[src/hw/rtl/lrpp_pkg.sv]
// Shared types and constants for the LED row pixel packetizer.
// Holds the register map, the front-to-back queue entry and the header byte positions.
// No dependencies.
`timescale 1ns / 1ps

package lrpp_pkg;

    // Input actions
    localparam logic ACT_LOAD  = 1'b0;
    localparam logic ACT_PIXEL = 1'b1;

    // Gamma table
    localparam int GAMMA_ENTRIES = 256;
    localparam int GAMMA_AW      = $clog2(GAMMA_ENTRIES);

    // Configuration port
    localparam int REG_IDX_W  = 3;
    localparam int CFG_DATA_W = 48;

    localparam logic [REG_IDX_W-1:0] REG_IMAGE_WIDTH  = 3'd0;
    localparam logic [REG_IDX_W-1:0] REG_IMAGE_HEIGHT = 3'd1;
    localparam logic [REG_IDX_W-1:0] REG_PIXEL_ORDER  = 3'd2;
    localparam logic [REG_IDX_W-1:0] REG_CHUNK_LIMIT  = 3'd3;
    localparam logic [REG_IDX_W-1:0] REG_PACKET_KIND  = 3'd4;
    localparam logic [REG_IDX_W-1:0] REG_TARGET_ADDR  = 3'd5;
    localparam logic [REG_IDX_W-1:0] REG_SENDER_ADDR  = 3'd6;

    // Colour orders
    localparam logic [2:0] ORDER_RGB = 3'd0;
    localparam logic [2:0] ORDER_BGR = 3'd1;
    localparam logic [2:0] ORDER_GRB = 3'd2;
    localparam logic [2:0] ORDER_GBR = 3'd3;
    localparam logic [2:0] ORDER_RBG = 3'd4;
    localparam logic [2:0] ORDER_BRG = 3'd5;

    // Byte positions within the bytes of one pixel (header then colours)
    localparam int POS_W = 5;
    localparam logic [POS_W-1:0] POS_DST      = 5'd0;
    localparam logic [POS_W-1:0] POS_SRC      = 5'd6;
    localparam logic [POS_W-1:0] POS_TYPE_HI  = 5'd12;
    localparam logic [POS_W-1:0] POS_TYPE_LO  = 5'd13;
    localparam logic [POS_W-1:0] POS_ROW_LO   = 5'd14;
    localparam logic [POS_W-1:0] POS_OFS_HI   = 5'd15;
    localparam logic [POS_W-1:0] POS_OFS_LO   = 5'd16;
    localparam logic [POS_W-1:0] POS_CNT_HI   = 5'd17;
    localparam logic [POS_W-1:0] POS_CNT_LO   = 5'd18;
    localparam logic [POS_W-1:0] POS_TAIL_A   = 5'd19;
    localparam logic [POS_W-1:0] POS_TAIL_B   = 5'd20;
    localparam logic [POS_W-1:0] POS_COLOUR0  = 5'd21;
    localparam logic [POS_W-1:0] POS_COLOUR1  = 5'd22;
    localparam logic [POS_W-1:0] POS_COLOUR2  = 5'd23;

    localparam logic [7:0] HDR_TAIL_A = 8'h08;
    localparam logic [7:0] HDR_TAIL_B = 8'h00;
    localparam logic [7:0] BYTE_MASK  = 8'hFF;

    // Front to back queue
    localparam int QUEUE_DEPTH = 4;
    localparam int QUEUE_AW    = $clog2(QUEUE_DEPTH);

    typedef struct packed {
        logic [15:0] image_width;
        logic [15:0] image_height;
        logic [2:0]  pixel_order;
        logic [8:0]  chunk_limit;
        logic [15:0] pixel_packet_kind;
        logic [47:0] target_address;
        logic [47:0] sender_address;
    } cfg_t;

    typedef struct packed {
        logic        hdr;
        logic [15:0] row;
        logic [15:0] col;
        logic [8:0]  cnt;
        logic        pkt_end;
        logic        frm_end;
    } desc_t;

    typedef struct packed {
        desc_t      desc;
        logic [7:0] red;
        logic [7:0] green;
        logic [7:0] blue;
    } entry_t;

endpackage

[src/hw/rtl/lrpp_queue.sv]
// Short queue of classified pixels between the front and back parts.
// Depends on lrpp_pkg.
`timescale 1ns / 1ps

module lrpp_queue (
    input  logic             clk,
    input  logic             rst_n,
    input  logic             push,
    input  lrpp_pkg::entry_t push_entry,
    input  logic             pop,
    output lrpp_pkg::entry_t head,
    output logic             empty,
    output logic             full
);
    import lrpp_pkg::*;

    entry_t              slots [QUEUE_DEPTH];
    logic [QUEUE_AW-1:0] wr_ptr_reg;
    logic [QUEUE_AW-1:0] rd_ptr_reg;
    logic [QUEUE_AW:0]   fill_reg;
    logic [QUEUE_AW:0]   fill_next;

    assign empty = (fill_reg == '0);
    assign full  = (fill_reg == (QUEUE_AW+1)'(QUEUE_DEPTH));
    assign head  = slots[rd_ptr_reg];

    always_comb
    begin
        fill_next = fill_reg;
        if (push && !pop)
        begin
            fill_next = fill_reg + (QUEUE_AW+1)'(1);
        end
        else if (pop && !push)
        begin
            fill_next = fill_reg - (QUEUE_AW+1)'(1);
        end
    end

    // Advance pointers and fill level
    always_ff @(posedge clk or negedge rst_n)
    begin
        if (!rst_n)
        begin
            wr_ptr_reg <= '0;
            rd_ptr_reg <= '0;
            fill_reg   <= '0;
        end
        else
        begin
            fill_reg <= fill_next;
            if (push)
            begin
                wr_ptr_reg <= wr_ptr_reg + QUEUE_AW'(1);
            end
            if (pop)
            begin
                rd_ptr_reg <= rd_ptr_reg + QUEUE_AW'(1);
            end
        end
    end

    // Store the entry
    always_ff @(posedge clk)
    begin
        if (push)
        begin
            slots[wr_ptr_reg] <= push_entry;
        end
    end

endmodule

[config.mk]
export PLATFORM = sky130hd
export DESIGN_NAME = lrpp_queue
export DESIGN_NICKNAME = d
export VERILOG_FILES = /design/src/hw/rtl/lrpp_pkg.sv /design/src/hw/rtl/lrpp_queue.sv
export SDC_FILE = /design/constraint.sdc
export NUM_CORES = 1
export LEC_CHECK = 0
export BUFFER_PORTS_ARGS = -buffer_cell sky130_fd_sc_hd__clkbuf_2
export CAP_MARGIN = 20
export CORE_MARGIN = 1.5
export CORE_UTILIZATION = 48
export DETAILED_ROUTE_END_ITERATION = 10
export GPL_TIMING_DRIVEN = 1
export PLACE_DENSITY = 0.75
export SETUP_SLACK_MARGIN = 0.4
export SYNTH_ARGS = -nofsm -noshare
export SYNTH_HDL_FRONTEND = slang
export SYNTH_SLANG_ARGS = --single-unit
[constraint.sdc]
create_clock -name clk -period 3 [get_ports clk]
set_input_delay 0.15 -clock clk [delete_from_list [all_inputs] [get_ports clk]]
set_output_delay 0.15 -clock clk [all_outputs]
set_load 0.05 [all_outputs]
==> results.tsv, run 1 <==
stage	metric	value	unit
clock_network	cts_buffer_depth	3	
clock_network	cts-root-buf	clkbuf_16	
timing	period_share	81.7	%
worst_setup_path	reg2reg_depth	4	
cells_and_area	area_growth	25.8	%
clock_network	cts_tree	yes	
placement	portBuffers	141	
power	switching_power	5230	uW
timing	finalHoldViolations	0	
synthesis	synth_most_common_cell	edfxtp_1	
routing	vias	4815	
worst_setup_path	arrival	2.30	ns
hold_path	hold_class	primary input to async pin	
power	clock_power_share	24.7	%
synthesis	synth_top_area_share	79.4	%
floorplan	die_w	149	um
global_route	grt_pass1_vias	5162	
floorplan	start_util	48.9	%
clock_network	clk_transition_reported_paths	0.06	ns
run_status	outcome	finished clean	
placement	gp_congestion	0.707	
global_route	grt_max_degree	45	
routing	ant_nets	0	
synthesis	ys_async_sr_fraction	2.51	%
global_route	antenna_found_initial	1	
global_route	overflow	0	
power	power_density	1090	nW/um2
cells_and_area	n_antenna_cell	0	
global_route	grt_pass1_wl	28.6	mm
synthesis	ys_warn_count	0	
power	switching_share	37.0	%
clock_network	cts_max_level	1	
power	power_frac_comb	37.0	%
power	p_total	14100	uW
synthesis	synth_common_cells	edfxtp_1, mux4_2, buf_12, buf_2, dfrtp_1	
routing	drt_iter0_markers	294	
routing	wl	18.2	mm
synthesis	ys_ff_latch	279	
floorplan	fp.dieH	149	um
clock_network	worstSkewPairLatency	0.51	ns
floorplan	io-pin-count	142	
timing	setup_viol	0	
floorplan	num_rows	53	
synthesis	synth_edf_count	272	
placement	dp_hpwl	10.8	mm
timing	max_freq	408	MHz
timing	clock_skew	0.00604	ns
synthesis	ys_seq_area_share	81.1	%
synthesis	synth_largest_area_cell	edfxtp_1	
clock_network	numCtsBuffers	27	
synthesis	ys.flop_type	edfxtp_1	
cells_and_area	finalNetCount	703	
worst_setup_path	crit_type	flip-flop to output port	
power	vdd_drop_max	0.000909	V
synthesis	synth_fp_nets	468	
power	p_seq_share	38.3	%
synthesis	yosys-top-cells-area	edfxtp_1, mux4_2, dfrtp_1, buf_12, ha_1	
routing	via_per_inst	5.23	
flow_run	maxCapViolations	0	
floorplan	core_area	21000	um2
power	p_leak	0.00453	uW
timing	max-slew-margin-rel	51.4	%
timing	fin_setup_tns	0	ns
synthesis	syn_area	10300	um2
timing	worstMarginPinSlew	0.729	ns
cells_and_area	drive_above_1_share	40.9	%
synthesis	synth.avg_cell_area	26.4	um2
floorplan	die_area	22300	um2
routing	wl_per_cell	19.8	um
worst_setup_path	required	2.85	ns
global_route	grt_usage	17.0	%
worst_setup_path	crit_path_end_kind	output port	
timing	min_period	2.45	ns
clock_network	cts.sinks	279	
worst_setup_path	cp_max_fo	39	
power	p_int	8900	uW
routing	drc	0	
worst_setup_path	start_kind	flip-flop	
synthesis	synth_cells	390	
synthesis	ys_types	19	
timing	rsz0062_at_grt	false	
timing	slew_violations	0	
cells_and_area	largest_reg_flops	272	
routing	first_pass_iters	4	
## cell usage in the layout (no fill, tap or decap), drive strengths merged
cell type | netlist | routed
and2 | 4 | 4
buf | 16 | 10
bufinv | 0 | 6
clkbuf | 0 | 174
clkinv | 0 | 9
clkinvlp | 0 | 1
dfrtp | 7 | 7
dlygate4sd3 | 0 | 71
edfxtp | 272 | 272
fa | 1 | 1
ha | 5 | 5
inv | 4 | 4
mux2 | 1 | 1
mux4 | 68 | 68
nand2 | 2 | 2
nor2 | 1 | 1
nor3 | 1 | 1
nor3b | 1 | 1
o21ai | 1 | 1
xnor2 | 2 | 2
xor2 | 4 | 4
## stage by stage
step | worst slack, ns | hold WS [ns] | area [um2] | util (%) | cells
after global placement | 0.931 | 0.00849 | 11300 | 53.7 | 798
after floorplan | 0.441 | -0.146 | 10300 | - | 390
after detailed placement | 0.907 | 0.0132 | 11300 | 53.7 | 798
after CTS | 0.502 | 0.00598 | 12900 | 61.5 | 920
final | 0.550 | 0.0215 | 12900 | 61.5 | 920
after global routing | 0.446 | 0.0294 | 12900 | 61.5 | 920
## worst paths after layout
path,from,to,slack (ns)
setup / recovery,rd_ptr_reg[1]$_DFFE_PN0P_,head[64],0.55
min in group clk,push_entry[40],slots[0][40]$_DFFE_PP_,0.40
max in group asynchronous,rst_n,rd_ptr_reg[0]$_DFFE_PN0P_,2.77
hold / removal,rst_n,rd_ptr_reg[1]$_DFFE_PN0P_,0.02
hold reg to reg,fill_reg[2]$_DFFE_PN0P_,fill_reg[2]$_DFFE_PN0P_,0.50
setup reg to reg,wr_ptr_reg[1]$_DFFE_PN0P_,slots[1][60]$_DFFE_PP_,1.05
## power by group through the flow
stage	Clock, uW	Combinational [uW]	Sequential [uW]
after floorplan	0	4350	5310
final	3490	5220	5410
after detailed placement	0	5150	5570
after global routing	3720	5510	5480
after global placement	0	5100	5510
after CTS	3570	5320	5430
## logic make-up (layout without fill, tap and decap cells)
family / after synthesis / after routing / synth area share (%)
simple gates: 9 / 9 / 0.474
flops: 279 / 279 / 81.1
buf+inv: 20 / 275 / 2.03
compound gates: 1 / 1 / 0.0486
fa+ha+maj: 6 / 6 / 0.803
xor+xnor: 6 / 6 / 0.511
mux: 69 / 69 / 15.0
## area by class of cell
class,instances,area (um2)
sequential,279,8350
fill,1440,8090
multi-input combinational,91,1740
timing repair buffer,222,1560
clock buffer,33,698
tap,275,344
clock inverter,16,226
inverter,4,15.0
## layer usage
layer / wire, um / GRT usage [%]
met1: 7690 / 23.4
met2: 9190 / 28.5
met3: 1040 / 2.91
met4: 246 / 3.96
met5: 13 / 0
## what timing repair did
item                                    4_1_cts  5_1_grt
hold endpoints to repair                    283        0
hold buffers                                 71        0
setup buffers                                 2        0
resized for setup                             1        0
endpoints found under the setup margin       20        0
## critical path, cell delays in order, from the launching register on
cell and delay (ns):
dfrtp_4 0.83, buf_12 0.30, mux4_2 0.37, clkbuf_2 0.26
Power figures use the tool's default switching activity.
==> run 2: changes to the inputs <==
==> constraint.sdc (replaced) <==
create_clock -name clk -period 2.4 [get_ports clk]
set_input_delay 0.12 -clock clk [delete_from_list [all_inputs] [get_ports clk]]
set_output_delay 0.12 -clock clk [all_outputs]
set_load 0.05 [all_outputs]
==> results.tsv, run 2 (same netlist as run 1, synthesis figures left out) <==
stage	metric	value	unit
run_status	outcome	finished clean	
floorplan	fp.dieH	149	um
routing	wl_per_cell	22.0	um
clock_network	numCtsBuffers	28	
worst_setup_path	cp_max_fo	7	
global_route	grt_pass1_vias	5556	
worst_setup_path	start_kind	flip-flop	
power	p_leak	0.00496	uW
timing	timing.hold.ws	0.351	ns
global_route	overflow	0	
worst_setup_path	cp_num_buf_inv	3	
floorplan	start_util	48.9	%
clock_network	clk_transition_reported_paths	0.06	ns
hold_path	hp-start	push_entry[61]	
timing	clock_skew	0.0177	ns
placement	placed_cell_area	11300	um2
floorplan	io-pin-count	142	
clock_network	worstSkewPairLatency	0.53	ns
routing	via_per_inst	5.31	
worst_setup_path	crit_family	multiplexers	
timing	max-slew-margin-rel	61.4	%
cells_and_area	drive_above_1_share	43.8	%
global_route	grt_pass1_wl	31.2	mm
worst_setup_path	path_cells	buf_6 > buf_16 > mux4_2 > buf_8	
flow_run	maxCapViolations	0	
power	p_int	12900	uW
cells_and_area	final_common_cell	edfxtp_1	
routing	drt_iter0_markers	316	
cells_and_area	fin_area	14000	um2
cells_and_area	area_growth	35.9	%
global_route	antenna_found_initial	1	
routing	wl	20.9	mm
global_route	grt_usage	18.9	%
clock_network	cts-root-buf	clkbuf_16	
cells_and_area	final_cell_mix	edfxtp_1, clkbuf_2, dlygate4sd3_1	
placement	dp_hpwl	11.2	mm
power	power_frac_comb	46.7	%
timing	period_share	89.6	%
power	p_seq_share	33.2	%
worst_setup_path	critPathLaunch	rd_ptr_reg[0]$_DFFE_PN0P_	
timing	max_freq	465	MHz
timing	setup_viol	0	
worst_setup_path	arrival	2.03	ns
timing	rsz0062_at_grt	true	
floorplan	die_area	22300	um2
clock_network	cts.sinks	279	
clock_network	cts_max_level	1	
worst_setup_path	r2r_slack	0.72	ns
power	p_total	20100	uW
placement	portBuffers	141	
power	clock_power_share	20.2	%
worst_setup_path	worst-path-stages	4	
clock_network	cts_buffer_depth	3	
routing	drc	0	
global_route	grt_max_degree	37	
power	switching_power	7180	uW
worst_setup_path	crit_slowest_cell	mux4_2	
cells_and_area	largest_reg_flops	272	
worst_setup_path	crit_path_end_kind	output port	
floorplan	num_rows	53	
floorplan	core_area	21000	um2
timing	fin_setup_tns	0	ns
power	power_density	1440	nW/um2
power	vdd_drop_max	0.00113	V
timing	worstMarginPinSlew	0.579	ns
routing	vias	5032	
worst_setup_path	crit_type	flip-flop to output port	
worst_setup_path	reg2reg_depth	4	
worst_setup_path	crit_path_end	head[36]	
worst_setup_path	r2r_start	wr_ptr_reg[0]$_DFFE_PN0P_	
timing	min_period	2.15	ns
routing	first_pass_iters	4	
timing	finalHoldViolations	0	
timing	slew_violations	0	
hold_path	hold_class	primary input to flip-flop	
routing	ant_nets	0	
clock_network	cts_tree	yes	
power	switching_share	35.7	%
worst_setup_path	reg2reg_to	slots[0][17]$_DFFE_PP_	
cells_and_area	final.fill_count	1322	
placement	gp_congestion	0.703	
floorplan	die_w	149	um
worst_setup_path	required	2.28	ns
cells_and_area	finalNetCount	730	
worst_setup_path	critPathMaxStageDelay	0.56	ns
run 2: what timing repair did:
item,4_1_cts,5_1_grt
buffers inserted,15,0
hold buffers,72,0
resized for setup,149,69
setup endpoints to repair,68,68
hold endpoints to repair,283,0
gates cloned,5,2
run 2: worst min-delay path by stage:
stage | endpoint | depth (start not counted)
after detailed placement | fill_reg[1]$_DFFE_PN0P_ | 1
after CTS | slots[2][64]$_DFFE_PP_ | 2
after global routing | slots[2][46]$_DFFE_PP_ | 2
after global placement | fill_reg[2]$_DFFE_PN0P_ | 1
after floorplan | fill_reg[0]$_DFFE_PN0P_ | 0
final | slots[2][61]$_DFFE_PP_ | 2
run 2: cell type report:
cell class,count,area (um2),share of cell area [%]
repair buffers,248,2650,19.0
inverters,4,15.0,0.107
flip-flops and latches,279,8350,59.7
clock buffers,38,820,5.86
clock inverters,12,55.1,0.394
multi-input cells,91,1740,12.5
well taps,275,344,2.46
diodes,1,2.50,0.0179
run 2: per-stage QoR:
| step | util (%) | cells | setup slack, ns |
|---|---|---|---|
| 6_report | 66.5 | 948 | 0.249 |
| 2_1_floorplan | - | 390 | 0.497 |
| 3_3_place_gp | 53.8 | 803 | 0.549 |
| 5_1_grt | 66.5 | 947 | 0.193 |
| 3_5_place_dp | 53.8 | 803 | 0.534 |
| 4_1_cts | 65.8 | 945 | 0.200 |
run 2: worst register-to-register path: stages (launching register included):
cell and delay, ns:
dfrtp_1 0.42, inv_1 0.11, ha_1 0.15, and2_4 0.31, buf_4 0.35
run 2: metal layers:
metal | part of all wire (%) | track usage (%)
met1 | 40 | 25.5
met2 | 51 | 31.8
met3 | 6.5 | 3.76
met4 | 1.9 | 5.05
met5 | 0 | 0
run 2: power by group through the flow:
stage,clock (uW),combinational (uW),sequential [uW]
floorplan,0,5440,6630
global placement,0,6560,6810
detailed placement,0,6630,6880
CTS,4140,8850,6670
global route,4310,9790,6740
finish,4060,9390,6670
==> run 3: changes to the inputs <==
--- a/config.mk
+++ b/config.mk
@@ -11,6 +11,7 @@
 export CORE_UTILIZATION = 48
 export DETAILED_ROUTE_END_ITERATION = 10
 export GPL_TIMING_DRIVEN = 1
+export MAX_ROUTING_LAYER = met4
 export PLACE_DENSITY = 0.75
 export SETUP_SLACK_MARGIN = 0.4
 export SYNTH_ARGS = -nofsm -noshare
==> constraint.sdc (replaced) <==
create_clock -name clk -period 2.73 [get_ports clk]
set_input_delay 0.1365 -clock clk [delete_from_list [all_inputs] [get_ports clk]]
set_output_delay 0.1365 -clock clk [all_outputs]
set_load 0.05 [all_outputs]
==> results.tsv, run 3 (same netlist as run 1, synthesis figures left out) <==
stage	metric	value	unit
routing	drc	0	
global_route	grt_use_met1	22.6	%
worst_setup_path	crit_path_end_kind	output port	
clock_network	cts_tree	yes	
cells_and_area	fin_util	61.6	%
timing	rsz0062_at_grt	true	
run_status	outcome	finished clean	
clock_network	worstSkewPairLatency	0.52	ns
cells_and_area	fin_cells	932	
timing	min_period	2.24	ns
worst_setup_path	required	2.59	ns
cells_and_area	final_common_cell	edfxtp_1	
clock_network	cts-root-buf	clkbuf_16	
global_route	grtUsageMet2	31.5	%
cells_and_area	final.fill_count	1435	
clock_network	numCtsBuffers	28	
routing	vias	4890	
floorplan	fp.dieH	149	um
global_route	grt_usage	18.5	%
global_route	grt.busiest_layer	met2	
timing	fin_setup_tns	0	ns
power	p_total	15400	uW
floorplan	num_rows	53	
routing	drt_iter0_markers	331	
placement	dp.cells	803	
cells_and_area	drive_above_1_share	41.3	%
timing	setup_viol	0	
floorplan	start_util	48.9	%
cells_and_area	area_growth	26.0	%
placement	dp_hpwl	11.6	mm
routing	via_per_inst	5.25	
floorplan	die_area	22300	um2
global_route	overflow	0	
power	power_density	1180	nW/um2
clock_network	clk_transition_reported_paths	0.06	ns
worst_setup_path	r2r_slack	0.85	ns
global_route	grt_max_degree	42	
flow_run	maxCapViolations	0	
timing	slew_violations	0	
clock_network	cts_buffer_depth	3	
timing	max-slew-margin-rel	64.0	%
hold_path	hp-start	push_entry[29]	
global_route	grt_use_met3	3.94	%
hold_path	holdPathEnd	slots[3][29]$_DFFE_PP_	
worst_setup_path	r2r_start	wr_ptr_reg[0]$_DFFE_PN0P_	
global_route	antenna_found_initial	1	
timing	clock_skew	0.0105	ns
cells_and_area	final_cell_mix	edfxtp_1, clkbuf_2, dlygate4sd3_1	
clock_network	cts_max_level	1	
timing	finalHoldViolations	0	
worst_setup_path	cp_max_fo	29	
power	p_leak	0.00455	uW
timing	max_freq	446	MHz
worst_setup_path	start_kind	flip-flop	
worst_setup_path	arrival	2.11	ns
placement	portBuffers	141	
cells_and_area	largest_reg_flops	272	
floorplan	die_w	149	um
worst_setup_path	crit_type	flip-flop to output port	
hold_path	hold_class	primary input to flip-flop	
global_route	grt_pass1_wl	30.0	mm
routing	wl	19.2	mm
global_route	grt_pass1_vias	5530	
hold_path	hold_path_depth	2	
power	vdd_drop_max	0.000836	V
clock_network	cts.sinks	279	
floorplan	core_area	21000	um2
routing	first_pass_iters	4	
worst_setup_path	reg2reg_to	slots[2][33]$_DFFE_PP_	
timing	period_share	82.1	%
floorplan	io-pin-count	142	
routing	ant_nets	0	
worst_setup_path	reg2reg_depth	4	
cells_and_area	finalNetCount	714	
routing	wl_per_cell	20.6	um
timing	worstMarginPinSlew	0.540	ns
placement	gp_congestion	0.688	
run 3: metal layers:
metal	vias up	wire [um]
met5	-	0
met4	0	294
met3	35	1000
met2	135	10100
met1	2551	7780
li1	2169	-
run 3: through the flow:
stage	setup slack, ns	hold WS, ns	cell area (um2)
4_1_cts	0.433	0.347	12900
6_report	0.487	0.363	13000
3_5_place_dp	0.709	-0.00360	11300
5_1_grt	0.395	0.357	13000
2_1_floorplan	0.827	-0.159	10300
3_3_place_gp	0.732	-0.0121	11300
run 3: report_power, final:
part / internal [uW] / leakage (uW) / switching [uW]
logic: 1900 / 0.00156 / 4080
clock network: 2020 / 0.000406 / 1450
registers: 5610 / 0.00258 / 287
run 3: how the worst max path moves through the flow:
stage	startpoint	endpoint	slack [ns]	cells after the start
finish	rd_ptr_reg[0]$_DFFE_PN0P_	head[64]	0.49	3
CTS	rd_ptr_reg[0]$_DFFE_PN0P_	head[45]	0.43	3
detailed placement	rd_ptr_reg[0]$_DFFE_PN0P_	head[45]	0.71	3
global placement	rd_ptr_reg[0]$_DFFE_PN0P_	head[2]	0.73	3
floorplan	wr_ptr_reg[0]$_DFFE_PN0P_	slots[2][0]$_DFFE_PP_	0.83	3
global route	rd_ptr_reg[0]$_DFFE_PN0P_	head[50]	0.40	3
run 3: final cells by class:
cell class | count | area, um2 | area share [%]
Multi-Input combinational cell | 91 | 1740 | 13.4
Inverter | 4 | 15.0 | 0.116
Clock buffer | 37 | 756 | 5.83
Sequential cell | 279 | 8350 | 64.5
Timing Repair Buffer | 232 | 1660 | 12.8
Clock inverter | 13 | 87.6 | 0.676
Tap cell | 275 | 344 | 2.66
Antenna cell | 1 | 2.50 | 0.0193
run 3: worst max-delay path, cell delays in order, from the launching register on:
cell and delay, ns:
dfrtp_4 0.48, buf_16 0.26, mux4_2 0.56, clkbuf_2 0.26
run 3: what timing repair did:
| item | in CTS | in global routing |
|---|---|---|
| hold buffers | 72 | 0 |
| hold endpoints to repair | 283 | 0 |
| cloned | 0 | 0 |
| setup buffers | 6 | 0 |
| resized for setup | 0 | 1 |
| endpoints found under the setup margin | 68 | 4 |
