==> src/hw/rtl/lrpp_pkg.sv <==
// Shared types and constants for the LED row pixel packetizer.
// Holds the register map, the front-to-back queue entry and the header byte positions.
// No dependencies.
`timescale 1ns / 1ps

package lrpp_pkg;

    // Input actions
    localparam logic ACT_LOAD  = 1'b0;
    localparam logic ACT_PIXEL = 1'b1;

    // Gamma table
    localparam int GAMMA_ENTRIES = 256;
    localparam int GAMMA_AW      = $clog2(GAMMA_ENTRIES);

    // Configuration port
    localparam int REG_IDX_W  = 3;
    localparam int CFG_DATA_W = 48;

    localparam logic [REG_IDX_W-1:0] REG_IMAGE_WIDTH  = 3'd0;
    localparam logic [REG_IDX_W-1:0] REG_IMAGE_HEIGHT = 3'd1;
    localparam logic [REG_IDX_W-1:0] REG_PIXEL_ORDER  = 3'd2;
    localparam logic [REG_IDX_W-1:0] REG_CHUNK_LIMIT  = 3'd3;
    localparam logic [REG_IDX_W-1:0] REG_PACKET_KIND  = 3'd4;
    localparam logic [REG_IDX_W-1:0] REG_TARGET_ADDR  = 3'd5;
    localparam logic [REG_IDX_W-1:0] REG_SENDER_ADDR  = 3'd6;

    // Colour orders
    localparam logic [2:0] ORDER_RGB = 3'd0;
    localparam logic [2:0] ORDER_BGR = 3'd1;
    localparam logic [2:0] ORDER_GRB = 3'd2;
    localparam logic [2:0] ORDER_GBR = 3'd3;
    localparam logic [2:0] ORDER_RBG = 3'd4;
    localparam logic [2:0] ORDER_BRG = 3'd5;

    // Byte positions within the bytes of one pixel (header then colours)
    localparam int POS_W = 5;
    localparam logic [POS_W-1:0] POS_DST      = 5'd0;
    localparam logic [POS_W-1:0] POS_SRC      = 5'd6;
    localparam logic [POS_W-1:0] POS_TYPE_HI  = 5'd12;
    localparam logic [POS_W-1:0] POS_TYPE_LO  = 5'd13;
    localparam logic [POS_W-1:0] POS_ROW_LO   = 5'd14;
    localparam logic [POS_W-1:0] POS_OFS_HI   = 5'd15;
    localparam logic [POS_W-1:0] POS_OFS_LO   = 5'd16;
    localparam logic [POS_W-1:0] POS_CNT_HI   = 5'd17;
    localparam logic [POS_W-1:0] POS_CNT_LO   = 5'd18;
    localparam logic [POS_W-1:0] POS_TAIL_A   = 5'd19;
    localparam logic [POS_W-1:0] POS_TAIL_B   = 5'd20;
    localparam logic [POS_W-1:0] POS_COLOUR0  = 5'd21;
    localparam logic [POS_W-1:0] POS_COLOUR1  = 5'd22;
    localparam logic [POS_W-1:0] POS_COLOUR2  = 5'd23;

    localparam logic [7:0] HDR_TAIL_A = 8'h08;
    localparam logic [7:0] HDR_TAIL_B = 8'h00;
    localparam logic [7:0] BYTE_MASK  = 8'hFF;

    // Front to back queue
    localparam int QUEUE_DEPTH = 4;
    localparam int QUEUE_AW    = $clog2(QUEUE_DEPTH);

    typedef struct packed {
        logic [15:0] image_width;
        logic [15:0] image_height;
        logic [2:0]  pixel_order;
        logic [8:0]  chunk_limit;
        logic [15:0] pixel_packet_kind;
        logic [47:0] target_address;
        logic [47:0] sender_address;
    } cfg_t;

    typedef struct packed {
        logic        hdr;
        logic [15:0] row;
        logic [15:0] col;
        logic [8:0]  cnt;
        logic        pkt_end;
        logic        frm_end;
    } desc_t;

    typedef struct packed {
        desc_t      desc;
        logic [7:0] red;
        logic [7:0] green;
        logic [7:0] blue;
    } entry_t;

endpackage

==> src/hw/rtl/lrpp_out_if.sv <==
// Output channel of the packetizer: one frame byte per request with end flags.
// Valid/ready handshake; no dependencies.
`timescale 1ns / 1ps

interface lrpp_out_if;
    logic       valid;
    logic       ready;
    logic [7:0] out_byte;
    logic       packet_end;
    logic       run_end;
    logic       frame_end;

    modport source (output valid, out_byte, packet_end, run_end, frame_end, input ready);
    modport sink   (input valid, out_byte, packet_end, run_end, frame_end, output ready);
    modport mon    (input valid, ready, out_byte, packet_end, run_end, frame_end);
endinterface

==> src/hw/rtl/lrpp_back.sv <==
// Back part: byte sequencer that walks the header and colour bytes of each
// queued pixel into the output register. Depends on lrpp_pkg and lrpp_out_if.
`timescale 1ns / 1ps

module lrpp_back (
    input  logic             clk,
    input  logic             rst_n,
    input  lrpp_pkg::cfg_t   cfg,
    input  lrpp_pkg::entry_t head,
    input  logic             queue_empty,
    output logic             pop,
    lrpp_out_if.source       frame_bytes
);
    import lrpp_pkg::*;

    logic             started_reg;
    logic [POS_W-1:0] pos_reg;
    logic [POS_W-1:0] pos;
    logic             emit;
    logic             last;
    logic [7:0]       byte_now;
    logic [7:0]       c0, c1, c2;
    logic             out_valid_reg;
    logic [7:0]       out_byte_reg;
    logic             packet_end_reg;
    logic             run_end_reg;
    logic             frame_end_reg;

    assign pos  = started_reg ? pos_reg : (head.desc.hdr ? POS_DST : POS_COLOUR0);
    assign emit = !queue_empty && (!out_valid_reg || frame_bytes.ready);
    assign last = (pos == POS_COLOUR2);
    assign pop  = emit && last;

    // Colour order select
    always_comb
    begin
        unique case (cfg.pixel_order)
            ORDER_BGR: begin c0 = head.blue;  c1 = head.green; c2 = head.red;   end
            ORDER_GRB: begin c0 = head.green; c1 = head.red;   c2 = head.blue;  end
            ORDER_GBR: begin c0 = head.green; c1 = head.blue;  c2 = head.red;   end
            ORDER_RBG: begin c0 = head.red;   c1 = head.blue;  c2 = head.green; end
            ORDER_BRG: begin c0 = head.blue;  c1 = head.red;   c2 = head.green; end
            default:   begin c0 = head.red;   c1 = head.green; c2 = head.blue;  end
        endcase
    end

    // Select the byte at the current position
    always_comb
    begin
        case (pos)
            POS_DST + 5'd0: byte_now = cfg.target_address[47:40];
            POS_DST + 5'd1: byte_now = cfg.target_address[39:32];
            POS_DST + 5'd2: byte_now = cfg.target_address[31:24];
            POS_DST + 5'd3: byte_now = cfg.target_address[23:16];
            POS_DST + 5'd4: byte_now = cfg.target_address[15:8];
            POS_DST + 5'd5: byte_now = cfg.target_address[7:0];
            POS_SRC + 5'd0: byte_now = cfg.sender_address[47:40];
            POS_SRC + 5'd1: byte_now = cfg.sender_address[39:32];
            POS_SRC + 5'd2: byte_now = cfg.sender_address[31:24];
            POS_SRC + 5'd3: byte_now = cfg.sender_address[23:16];
            POS_SRC + 5'd4: byte_now = cfg.sender_address[15:8];
            POS_SRC + 5'd5: byte_now = cfg.sender_address[7:0];
            POS_TYPE_HI:
            begin
                // Full type word when the kind does not fit a byte
                if (cfg.pixel_packet_kind[15:8] != 8'd0)
                begin
                    byte_now = cfg.pixel_packet_kind[15:8];
                end
                else
                begin
                    byte_now = cfg.pixel_packet_kind[7:0];
                end
            end
            POS_TYPE_LO:
            begin
                if (cfg.pixel_packet_kind[15:8] != 8'd0)
                begin
                    byte_now = cfg.pixel_packet_kind[7:0];
                end
                else
                begin
                    byte_now = head.desc.row[15:8];
                end
            end
            POS_ROW_LO:  byte_now = head.desc.row[7:0];
            POS_OFS_HI:  byte_now = head.desc.col[15:8];
            POS_OFS_LO:  byte_now = head.desc.col[7:0];
            POS_CNT_HI:  byte_now = {7'd0, head.desc.cnt[8]};
            POS_CNT_LO:  byte_now = head.desc.cnt[7:0];
            POS_TAIL_A:  byte_now = HDR_TAIL_A;
            POS_TAIL_B:  byte_now = HDR_TAIL_B;
            POS_COLOUR0: byte_now = c0;
            POS_COLOUR1: byte_now = c1;
            POS_COLOUR2: byte_now = c2;
            default:     byte_now = BYTE_MASK;
        endcase
    end

    // Advance the position within the head entry
    always_ff @(posedge clk or negedge rst_n)
    begin
        if (!rst_n)
        begin
            started_reg <= 1'b0;
            pos_reg     <= POS_DST;
        end
        else if (emit)
        begin
            started_reg <= !last;
            pos_reg     <= pos + 5'd1;
        end
    end

    // Output register: load on emit, drop once taken
    always_ff @(posedge clk or negedge rst_n)
    begin
        if (!rst_n)
        begin
            out_valid_reg <= 1'b0;
        end
        else if (emit)
        begin
            out_valid_reg <= 1'b1;
        end
        else if (frame_bytes.ready)
        begin
            out_valid_reg <= 1'b0;
        end
    end

    always_ff @(posedge clk)
    begin
        if (emit)
        begin
            out_byte_reg   <= byte_now;
            packet_end_reg <= last && head.desc.pkt_end;
            run_end_reg    <= last;
            frame_end_reg  <= last && head.desc.frm_end;
        end
    end

    assign frame_bytes.valid      = out_valid_reg;
    assign frame_bytes.out_byte   = out_byte_reg;
    assign frame_bytes.packet_end = packet_end_reg;
    assign frame_bytes.run_end    = run_end_reg;
    assign frame_bytes.frame_end  = frame_end_reg;

endmodule

==> src/flat_wrapper.sv <==
// flat-port wrapper written by rule: the top's interface ports become plain ports
module lrpp_back_flat import lrpp_pkg::*;
  (clk, rst_n, cfg, head, queue_empty, pop, frame_bytes_valid, frame_bytes_out_byte, frame_bytes_packet_end, frame_bytes_run_end, frame_bytes_frame_end, frame_bytes_ready);
  lrpp_out_if frame_bytes_i ();
  input  logic clk;
  input  logic rst_n;
  input  lrpp_pkg::cfg_t cfg;
  input  lrpp_pkg::entry_t head;
  input  logic queue_empty;
  output logic pop;
  output wire logic [$bits(frame_bytes_i.valid)-1:0] frame_bytes_valid;
  output wire logic [$bits(frame_bytes_i.out_byte)-1:0] frame_bytes_out_byte;
  output wire logic [$bits(frame_bytes_i.packet_end)-1:0] frame_bytes_packet_end;
  output wire logic [$bits(frame_bytes_i.run_end)-1:0] frame_bytes_run_end;
  output wire logic [$bits(frame_bytes_i.frame_end)-1:0] frame_bytes_frame_end;
  input wire logic [$bits(frame_bytes_i.ready)-1:0] frame_bytes_ready;
  assign frame_bytes_valid = frame_bytes_i.valid;
  assign frame_bytes_out_byte = frame_bytes_i.out_byte;
  assign frame_bytes_packet_end = frame_bytes_i.packet_end;
  assign frame_bytes_run_end = frame_bytes_i.run_end;
  assign frame_bytes_frame_end = frame_bytes_i.frame_end;
  assign frame_bytes_i.ready = frame_bytes_ready;
  lrpp_back u_core (.clk(clk), .rst_n(rst_n), .cfg(cfg), .head(head), .queue_empty(queue_empty), .pop(pop), .frame_bytes(frame_bytes_i));
endmodule
==> config.mk <==
export PLATFORM = sky130hd
export DESIGN_NAME = lrpp_back_flat
export DESIGN_NICKNAME = d
export VERILOG_FILES = /design/src/hw/rtl/lrpp_pkg.sv /design/src/hw/rtl/lrpp_out_if.sv /design/src/hw/rtl/lrpp_back.sv /design/src/flat_wrapper.sv
export SDC_FILE = /design/constraint.sdc
export NUM_CORES = 1
export LEC_CHECK = 0
export BUFFER_PORTS_ARGS = -buffer_cell sky130_fd_sc_hd__buf_2
export CAP_MARGIN = 0
export CORE_ASPECT_RATIO = 0.9
export CORE_MARGIN = 2
export CORE_UTILIZATION = 39
export DETAILED_ROUTE_END_ITERATION = 10
export GPL_TIMING_DRIVEN = 0
export MAX_ROUTING_LAYER = met4
export PLACE_DENSITY = 0.81
export SLEW_MARGIN = 20
export SYNTH_ARGS = -nofsm -noshare
export SYNTH_HDL_FRONTEND = slang
export SYNTH_SLANG_ARGS = --single-unit
==> constraint.sdc <==
create_clock -name clk -period 2.6 [get_ports clk]
set_clock_uncertainty 0.05 [all_clocks]
set_input_delay 0.65 -clock clk [delete_from_list [all_inputs] [get_ports clk]]
set_output_delay 0.65 -clock clk [all_outputs]
set_load 0.005 [all_outputs]
==> results of run 1 <==
## kinds of logic (layout without fill, tap and decap cells)
| logic type | count (synthesis) | after routing |
|---|---|---|
| multiplexers | 48 | 48 |
| flip-flops | 18 | 18 |
| buffers and inverters | 56 | 256 |
| AO/OA/AOI/OAI | 166 | 166 |
| adder cells (fa/ha/maj) | 1 | 1 |
| AND/OR/NAND/NOR | 173 | 173 |
## cell usage after synthesis, types with 11 or more instances
library cell	number
mux2i_1	33
nor3_1	16
edfxtp_1	11
nand2_1	33
nor2_1	25
inv_1	13
clkbuf_1	15
buf_2	14
a21oi_1	25
mux2_2	14
a211oi_1	15
o21ai_0	26
nand3_1	25
nand2b_1	14
o22ai_1	13
a22oi_1	15
## what timing repair did
item | in CTS | in global routing
pin swaps | 1 | 4
setup buffers | 2 | 3
hold buffers | 0 | 0
cloned | 0 | 0
endpoints found under the hold margin | 0 | 0
resized for setup | 18 | 28
setup endpoints to repair | 9 | 9
## final cells by class
type / instances / area share
buffer: 36 / 0.0454
clock buffer: 4 / 0.0114
inverter: 14 / 0.0117
multi-input combinational: 388 / 0.584
sequential: 18 / 0.105
tap: 119 / 0.0309
timing repair buffer: 202 / 0.212
## routing by layer
layer	global-route usage	wire length, µm	vias up
met5	-	0	-
met4	0.111	479	0
met3	0.0202	1650	39
met2	0.582	8210	356
met1	0.539	7890	2399
li1	-	-	2225
## stage by stage
| step | utilization | TNS (ns) | instances |
|---|---|---|---|
| global route | 0.563 | -0.0490 | 781 |
| floorplan | - | 0 | 462 |
| global placement | 0.535 | -5.70 | 778 |
| detailed placement | 0.535 | -5.64 | 778 |
| finish | 0.563 | -0.00316 | 781 |
| CTS | 0.551 | -0.00678 | 780 |
## power groups by stage
stage	registers, mW	clock network, mW	logic, mW
after floorplan	0.450	0	1.12
after global placement	0.443	0	1.84
after detailed placement	0.445	0	1.85
after CTS	0.439	0.231	1.93
after global routing	0.448	0.248	2.22
final	0.439	0.232	2.10
## final timing paths
kind | startpoint | end | slack (ns) | cells past startpoint
max | u_core.pos_reg[4]$_DFFE_PN0P_ | u_core.frame_bytes.out_byte[2]$_DFFE_PP_ | -0.003 | 8
min reg2reg | u_core.frame_bytes.valid$_DFFE_PN0P_ | u_core.frame_bytes.valid$_DFFE_PN0P_ | 0.47 | 2
min | rst_n | u_core.pos_reg[2]$_DFFE_PN0P_ | 0.17 | 1
max reg2reg | u_core.pos_reg[4]$_DFFE_PN0P_ | u_core.frame_bytes.out_byte[2]$_DFFE_PP_ | -0.003 | 8
min in group clk | u_core.frame_bytes.valid$_DFFE_PN0P_ | u_core.frame_bytes.valid$_DFFE_PN0P_ | 0.47 | 2
max in group asynchronous | rst_n | u_core.pos_reg[3]$_DFFE_PN0P_ | 2.15 | 1
==> run_summary.xml, run 1 <==
<?xml version="1.0" encoding="UTF-8"?>
<metrics>
  <group name="placed_design">
    <metric name="placedInstanceArea" unit="µm²">4590</metric>
    <metric name="detailedPlace.worstSlack" unit="ns">-0.806</metric>
    <metric name="globalplace.congestion" unit="">1.01</metric>
    <metric name="placement.io_buffers" unit="">197</metric>
    <metric name="dp_hpwl" unit="µm">14500</metric>
  </group>
  <group name="synthesis">
    <metric name="synth_simple_gate_area_frac" unit="">0.279</metric>
    <metric name="avgSynthCellArea" unit="µm²">7.47</metric>
    <metric name="netlist-cell-type-count" unit="">65</metric>
    <metric name="mappedNetlistArea" unit="µm²">3450</metric>
    <metric name="synth_xor_area_frac" unit="">0</metric>
    <metric name="synth_fa_ha_area_frac" unit="">0.00362</metric>
    <metric name="ys_top_cells_by_area" unit="">edfxtp_1 (9.6%), mux2i_1 (9.6%), dfrtp_1 (5.1%)</metric>
    <metric name="yosys_register_bits" unit="">18</metric>
    <metric name="netlist.top_cell.by_area" unit="">edfxtp_1</metric>
    <metric name="syn-instance-count" unit="">462</metric>
    <metric name="synth_mux_area_frac" unit="">0.145</metric>
    <metric name="netlist.area_leader.share" unit="">0.0957</metric>
    <metric name="dominantRegCellSynth" unit="">edfxtp_1</metric>
    <metric name="synthArstFlopShare" unit="">0.389</metric>
    <metric name="post_synthesis_net_count" unit="">691</metric>
    <metric name="compound_gate_fraction_of_synth_area" unit="">0.345</metric>
    <metric name="synth_edf_count" unit="">11</metric>
    <metric name="synth_top_family_by_area" unit="">compound AO/OA/AOI/OAI gates</metric>
    <metric name="seq_total_area_yosys" unit="">0.146</metric>
    <metric name="ys.warnings.count" unit="">0</metric>
  </group>
  <group name="power">
    <metric name="totalPowerFinal" unit="mW">2.77</metric>
    <metric name="seq_power_share" unit="">0.159</metric>
    <metric name="power_density" unit="nW/µm²">574</metric>
    <metric name="power.combinational.fraction" unit="">0.758</metric>
    <metric name="cellInternalPower" unit="mW">1.34</metric>
    <metric name="share_clk_of_total_power" unit="">0.084</metric>
    <metric name="switchingPower" unit="mW">1.43</metric>
    <metric name="leakagePower" unit="nW">2.18</metric>
    <metric name="sw_frac_of_total" unit="">0.517</metric>
    <metric name="worst_ir_drop_vdd" unit="mV">0.266</metric>
  </group>
  <group name="cells_and_area">
    <metric name="num-nets-final" unit="">892</metric>
    <metric name="area_used_by_multi_input_combinational_logic" unit="µm²">2820</metric>
    <metric name="largest_reg_flops" unit="">8</metric>
    <metric name="nFillCells" unit="">853</metric>
    <metric name="layout.cells.most_common" unit="">buf_2</metric>
    <metric name="layout.cells.most_common_list" unit="">buf_2 (209), mux2i_1 (33), nand2_1 (30), o21ai_0 (26), nor2_1 (25)</metric>
    <metric name="layout.cell_area.non_filler" unit="µm²">4820</metric>
    <metric name="share_of_final_layout_standard_cells_stronger_than_drive_strength_1" unit="">0.431</metric>
    <metric name="ff_latch_area" unit="µm²">507</metric>
    <metric name="synthToLayoutAreaGrowth" unit="%">39.8</metric>
    <metric name="number_of_antenna_diodes" unit="">0</metric>
  </group>
  <group name="floorplanning">
    <metric name="floorplan.core_area" unit="µm²">8570</metric>
    <metric name="die_x" unit="µm">103</metric>
    <metric name="area_of_the_die" unit="µm²">9620</metric>
    <metric name="starting_density_of_the_core" unit="">0.403</metric>
    <metric name="num_rows" unit="">32</metric>
    <metric name="top_level_ports" unit="">241</metric>
    <metric name="fp.dieH" unit="µm">93.3</metric>
  </group>
  <group name="critical_path">
    <metric name="crit_family" unit="">simple AND/OR/NAND/NOR gates</metric>
    <metric name="slowest_delay" unit="ns">0.74</metric>
    <metric name="timing.setup.critical_path_class" unit="">flip-flop to flip-flop</metric>
    <metric name="timing.critical_path.required" unit="ns">2.59</metric>
    <metric name="timing.critical_path.fanout_max" unit="">10</metric>
    <metric name="setup.worst_path.end_class" unit="">flip-flop</metric>
    <metric name="worst-path-buf-inv" unit="">3</metric>
    <metric name="worstSetupStartpointType" unit="">flip-flop</metric>
    <metric name="cp_data_arrival_time" unit="ns">2.59</metric>
    <metric name="cpMaxStageDelayCell" unit="">nor3_1</metric>
    <metric name="crit_chain" unit="">buf_4 &gt; buf_6 &gt; buf_2 &gt; nor3_1 &gt; a32oi_1 &gt; o21ai_0 &gt; nor4_1 &gt; o211ai_1</metric>
  </group>
  <group name="routing">
    <metric name="totalWireLength" unit="µm">18200</metric>
    <metric name="drt_first_iter_violations" unit="">400</metric>
    <metric name="mean_routed_wirelength_per_cell" unit="µm">23.3</metric>
    <metric name="drtPass1Iterations" unit="">7</metric>
    <metric name="drt-vias-per-instance" unit="">6.43</metric>
    <metric name="route.detailed.drc" unit="">0</metric>
    <metric name="num_vias" unit="">5019</metric>
    <metric name="antenna_violating_nets_post_route" unit="">0</metric>
  </group>
  <group name="timing">
    <metric name="fin_hold_ws" unit="ns">0.169</metric>
    <metric name="period_minus_slack" unit="ns">2.60</metric>
    <metric name="unrepaired_setup_endpoints_after_global_routing" unit="">yes</metric>
    <metric name="endpoints_failing_hold" unit="">0</metric>
    <metric name="postLayoutSetupSlackWorst" unit="ns">-0.00316</metric>
    <metric name="count_of_endpoints_failing_setup_in_the_final_report" unit="">1</metric>
    <metric name="layout_worst_path_cycle_share" unit="">1.00</metric>
    <metric name="maxClockFrequency" unit="MHz">384</metric>
    <metric name="slew_headroom" unit="">0.427</metric>
    <metric name="max_slew.worst_pin.slew" unit="ns">0.853</metric>
    <metric name="finalMaxSlewViolations" unit="">0</metric>
  </group>
  <group name="run_status">
    <metric name="run_status" unit="">finished, violations left</metric>
    <metric name="failed_checks" unit="">setup timing</metric>
  </group>
  <group name="cts">
    <metric name="cts_buffers" unit="">3</metric>
    <metric name="clkSinkCount" unit="">18</metric>
    <metric name="clk_latency" unit="ns">0.26</metric>
    <metric name="tritoncts" unit="">built</metric>
    <metric name="ctsLongestPathBuffers" unit="">2</metric>
    <metric name="worst_setup_hold_path_clk_slew" unit="ns">0.07</metric>
    <metric name="htreeDepth" unit="">1</metric>
    <metric name="clockRootBuffer" unit="">clkbuf_8</metric>
  </group>
  <group name="grt">
    <metric name="grt_start_max_net_pins" unit="">15</metric>
    <metric name="groute.usage.overall" unit="">0.379</metric>
    <metric name="grt_first_pass_wirelength" unit="µm">26700</metric>
    <metric name="grt_overflow_total" unit="">0</metric>
    <metric name="grt_antenna_before_repair" unit="">0</metric>
    <metric name="grt_pass1_vias" unit="">4758</metric>
  </group>
  <group name="run">
    <metric name="cap_viol_max_count" unit="">0</metric>
  </group>
  <group name="min_path">
    <metric name="worst_hold_path_type" unit="">input port to asynchronous set/reset pin</metric>
  </group>
</metrics>
(Power assumes the default switching activity.)
==> run 2: changes to the inputs <==
--- a/config.mk
+++ b/config.mk
@@ -7,13 +7,12 @@
 export LEC_CHECK = 0
 export BUFFER_PORTS_ARGS = -buffer_cell sky130_fd_sc_hd__buf_2
 export CAP_MARGIN = 0
-export CORE_ASPECT_RATIO = 0.9
-export CORE_MARGIN = 2
-export CORE_UTILIZATION = 39
+export CORE_AREA = 2 2 93 95
 export DETAILED_ROUTE_END_ITERATION = 10
+export DIE_AREA = 0 0 95 97
 export GPL_TIMING_DRIVEN = 0
 export MAX_ROUTING_LAYER = met4
-export PLACE_DENSITY = 0.81
+export PLACE_DENSITY = 0.83
 export SLEW_MARGIN = 20
 export SYNTH_ARGS = -nofsm -noshare
 export SYNTH_HDL_FRONTEND = slang
==> constraint.sdc (replaced) <==
create_clock -name clk -period 3.2 [get_ports clk]
set_clock_uncertainty 0.05 [all_clocks]
set_input_delay 0.8 -clock clk [delete_from_list [all_inputs] [get_ports clk]]
set_output_delay 0.8 -clock clk [all_outputs]
set_load 0.005 [all_outputs]
==> run_summary.xml, run 2 (synthesis results as in run 1) <==
<?xml version="1.0" encoding="UTF-8"?>
<metrics>
  <group name="critical_path">
    <metric name="timing.critical_path.fanout_max" unit="">15</metric>
    <metric name="timing.critical_path.required" unit="ns">2.35</metric>
    <metric name="cp_data_arrival_time" unit="ns">2.17</metric>
    <metric name="timing.setup.critical_path_class" unit="">input port to output pin</metric>
    <metric name="worstSetupStartpointType" unit="">input port</metric>
    <metric name="rr_worst_depth" unit="">9</metric>
    <metric name="setup.worst_path.end_class" unit="">output pin</metric>
  </group>
  <group name="timing">
    <metric name="max_slew.worst_pin.slew" unit="ns">1.02</metric>
    <metric name="endpoints_failing_hold" unit="">0</metric>
    <metric name="layout_worst_path_cycle_share" unit="">0.943</metric>
    <metric name="maxClockFrequency" unit="MHz">331</metric>
    <metric name="finalMaxSlewViolations" unit="">0</metric>
    <metric name="unrepaired_setup_endpoints_after_global_routing" unit="">no</metric>
    <metric name="slew_headroom" unit="">0.315</metric>
    <metric name="count_of_endpoints_failing_setup_in_the_final_report" unit="">0</metric>
    <metric name="postLayoutSetupSlackWorst" unit="ns">0.182</metric>
    <metric name="tns" unit="ns">0</metric>
    <metric name="period_minus_slack" unit="ns">3.02</metric>
  </group>
  <group name="cts">
    <metric name="clockRootBuffer" unit="">clkbuf_8</metric>
    <metric name="clkSinkCount" unit="">18</metric>
    <metric name="ctsHoldBuffers" unit="">0</metric>
    <metric name="cts_buffers" unit="">3</metric>
    <metric name="postCtsSetupRepairBufs" unit="">0</metric>
    <metric name="ctsLongestPathBuffers" unit="">2</metric>
    <metric name="htreeDepth" unit="">1</metric>
    <metric name="worst_setup_hold_path_clk_slew" unit="ns">0.07</metric>
    <metric name="cts.repair.resized" unit="">0</metric>
    <metric name="tritoncts" unit="">built</metric>
    <metric name="clk_latency" unit="ns">0.25</metric>
  </group>
  <group name="routing">
    <metric name="antenna_violating_nets_post_route" unit="">0</metric>
    <metric name="drt-vias-per-instance" unit="">6.45</metric>
    <metric name="mean_routed_wirelength_per_cell" unit="µm">22.2</metric>
    <metric name="route.detailed.drc" unit="">0</metric>
    <metric name="num_vias" unit="">4954</metric>
    <metric name="drt_first_iter_violations" unit="">472</metric>
    <metric name="drtPass1Iterations" unit="">5</metric>
    <metric name="totalWireLength" unit="µm">17000</metric>
  </group>
  <group name="cells_and_area">
    <metric name="layout.cells.most_common_list" unit="">buf_2 (211), nand2_1 (33), mux2i_1 (33), o21ai_0 (26)</metric>
    <metric name="synthToLayoutAreaGrowth" unit="%">34.6</metric>
    <metric name="share_of_final_layout_standard_cells_stronger_than_drive_strength_1" unit="">0.386</metric>
    <metric name="number_of_antenna_diodes" unit="">0</metric>
    <metric name="nFillCells" unit="">820</metric>
    <metric name="largest_reg_flops" unit="">8</metric>
    <metric name="layout.cells.most_common" unit="">buf_2</metric>
    <metric name="num-nets-final" unit="">893</metric>
  </group>
  <group name="run_status">
    <metric name="run_status" unit="">complete, no violations</metric>
  </group>
  <group name="power">
    <metric name="leakagePower" unit="nW">2.12</metric>
    <metric name="worst_ir_drop_vdd" unit="mV">0.194</metric>
    <metric name="power_density" unit="nW/µm²">450</metric>
    <metric name="totalPowerFinal" unit="mW">2.09</metric>
  </group>
  <group name="grt">
    <metric name="grt_first_pass_wirelength" unit="µm">25800</metric>
    <metric name="grt_start_max_net_pins" unit="">16</metric>
    <metric name="groute.usage.overall" unit="">0.371</metric>
    <metric name="grt_pass1_vias" unit="">4851</metric>
    <metric name="grt_overflow_total" unit="">0</metric>
    <metric name="grt_antenna_before_repair" unit="">0</metric>
  </group>
  <group name="floorplanning">
    <metric name="die_x" unit="µm">95</metric>
    <metric name="fp.dieH" unit="µm">97</metric>
    <metric name="floorplan.core_area" unit="µm²">8130</metric>
    <metric name="num_rows" unit="">33</metric>
    <metric name="top_level_ports" unit="">241</metric>
    <metric name="starting_density_of_the_core" unit="">0.424</metric>
    <metric name="area_of_the_die" unit="µm²">9220</metric>
  </group>
  <group name="placed_design">
    <metric name="detailedPlace.worstSlack" unit="ns">-0.179</metric>
    <metric name="dp_hpwl" unit="µm">13900</metric>
    <metric name="globalplace.congestion" unit="">1.06</metric>
    <metric name="placement.io_buffers" unit="">197</metric>
  </group>
  <group name="min_path">
    <metric name="worst_hold_path_type" unit="">input port to asynchronous set/reset pin</metric>
  </group>
  <group name="run">
    <metric name="cap_viol_max_count" unit="">0</metric>
  </group>
</metrics>
run 2: changes by cell type in the layout (fill, tap and decap cells not counted), moves of 3 or more:
cell,before,now
clkbuf_1,5,14
buf_4,12,6
clkbuf_2,4,1
nand2_1,30,33
nand2_2,3,0
run 2: final timing paths:
check                                                      endpoint                            startpoint  slack, ns
setup / recovery                                                pop                     frame_bytes_ready       0.18
hold / removal                        u_core.pos_reg[2]$_DFFE_PN0P_                                 rst_n       0.31
max in group asynchronous            u_core.started_reg$_DFFE_PN0P_                                 rst_n       2.64
hold reg to reg                u_core.frame_bytes.valid$_DFFE_PN0P_  u_core.frame_bytes.valid$_DFFE_PN0P_       0.46
setup reg to reg           u_core.frame_bytes.out_byte[2]$_DFFE_PP_         u_core.pos_reg[3]$_DFFE_PN0P_       0.32
min in group clk               u_core.frame_bytes.valid$_DFFE_PN0P_  u_core.frame_bytes.valid$_DFFE_PN0P_       0.46
run 2: report_power, final:
part | switching (mW) | total (mW) | internal, mW
logic | 0.968 | 1.54 | 0.575
clock network | 0.0784 | 0.188 | 0.109
registers | 0.0204 | 0.360 | 0.340
run 2: metal layers:
metal | vias to the layer above | routed length [µm] | global-route usage
met5 | - | 0 | -
met4 | 0 | 616 | 0.128
met3 | 57 | 1870 | 0.0382
met2 | 379 | 7950 | 0.592
met1 | 2295 | 6610 | 0.484
li1 | 2223 | - | -
run 2: layout make-up:
cell class                 count  area, µm²  share of cell area
tap                          105        131              0.0283
multi-input combinational    388       2690               0.578
timing repair buffer         197        986               0.212
inverter                      14       52.6              0.0113
clock buffer                   4       55.1              0.0118
sequential                    18        505               0.109
buffer                        42        229              0.0493
run 2: through the flow:
stage | std cells | hold slack (ns) | util | cell area (µm²)
finish | 768 | 0.311 | 0.571 | 4650
global route | 768 | 0.323 | 0.571 | 4650
CTS | 768 | 0.320 | 0.569 | 4620
detailed placement | 764 | 0.450 | 0.562 | 4570
global placement | 764 | 0.431 | 0.562 | 4570
floorplan | 462 | 0.447 | - | 3450
run 2: worst max-delay path, cell delays in order:
cell and delay [ns]:
buf_2 0.09, nand2b_1 0.14, nand2b_1 0.07, clkbuf_1 0.28, inv_1 0.36, and2_1 0.29
buf_2 0.13
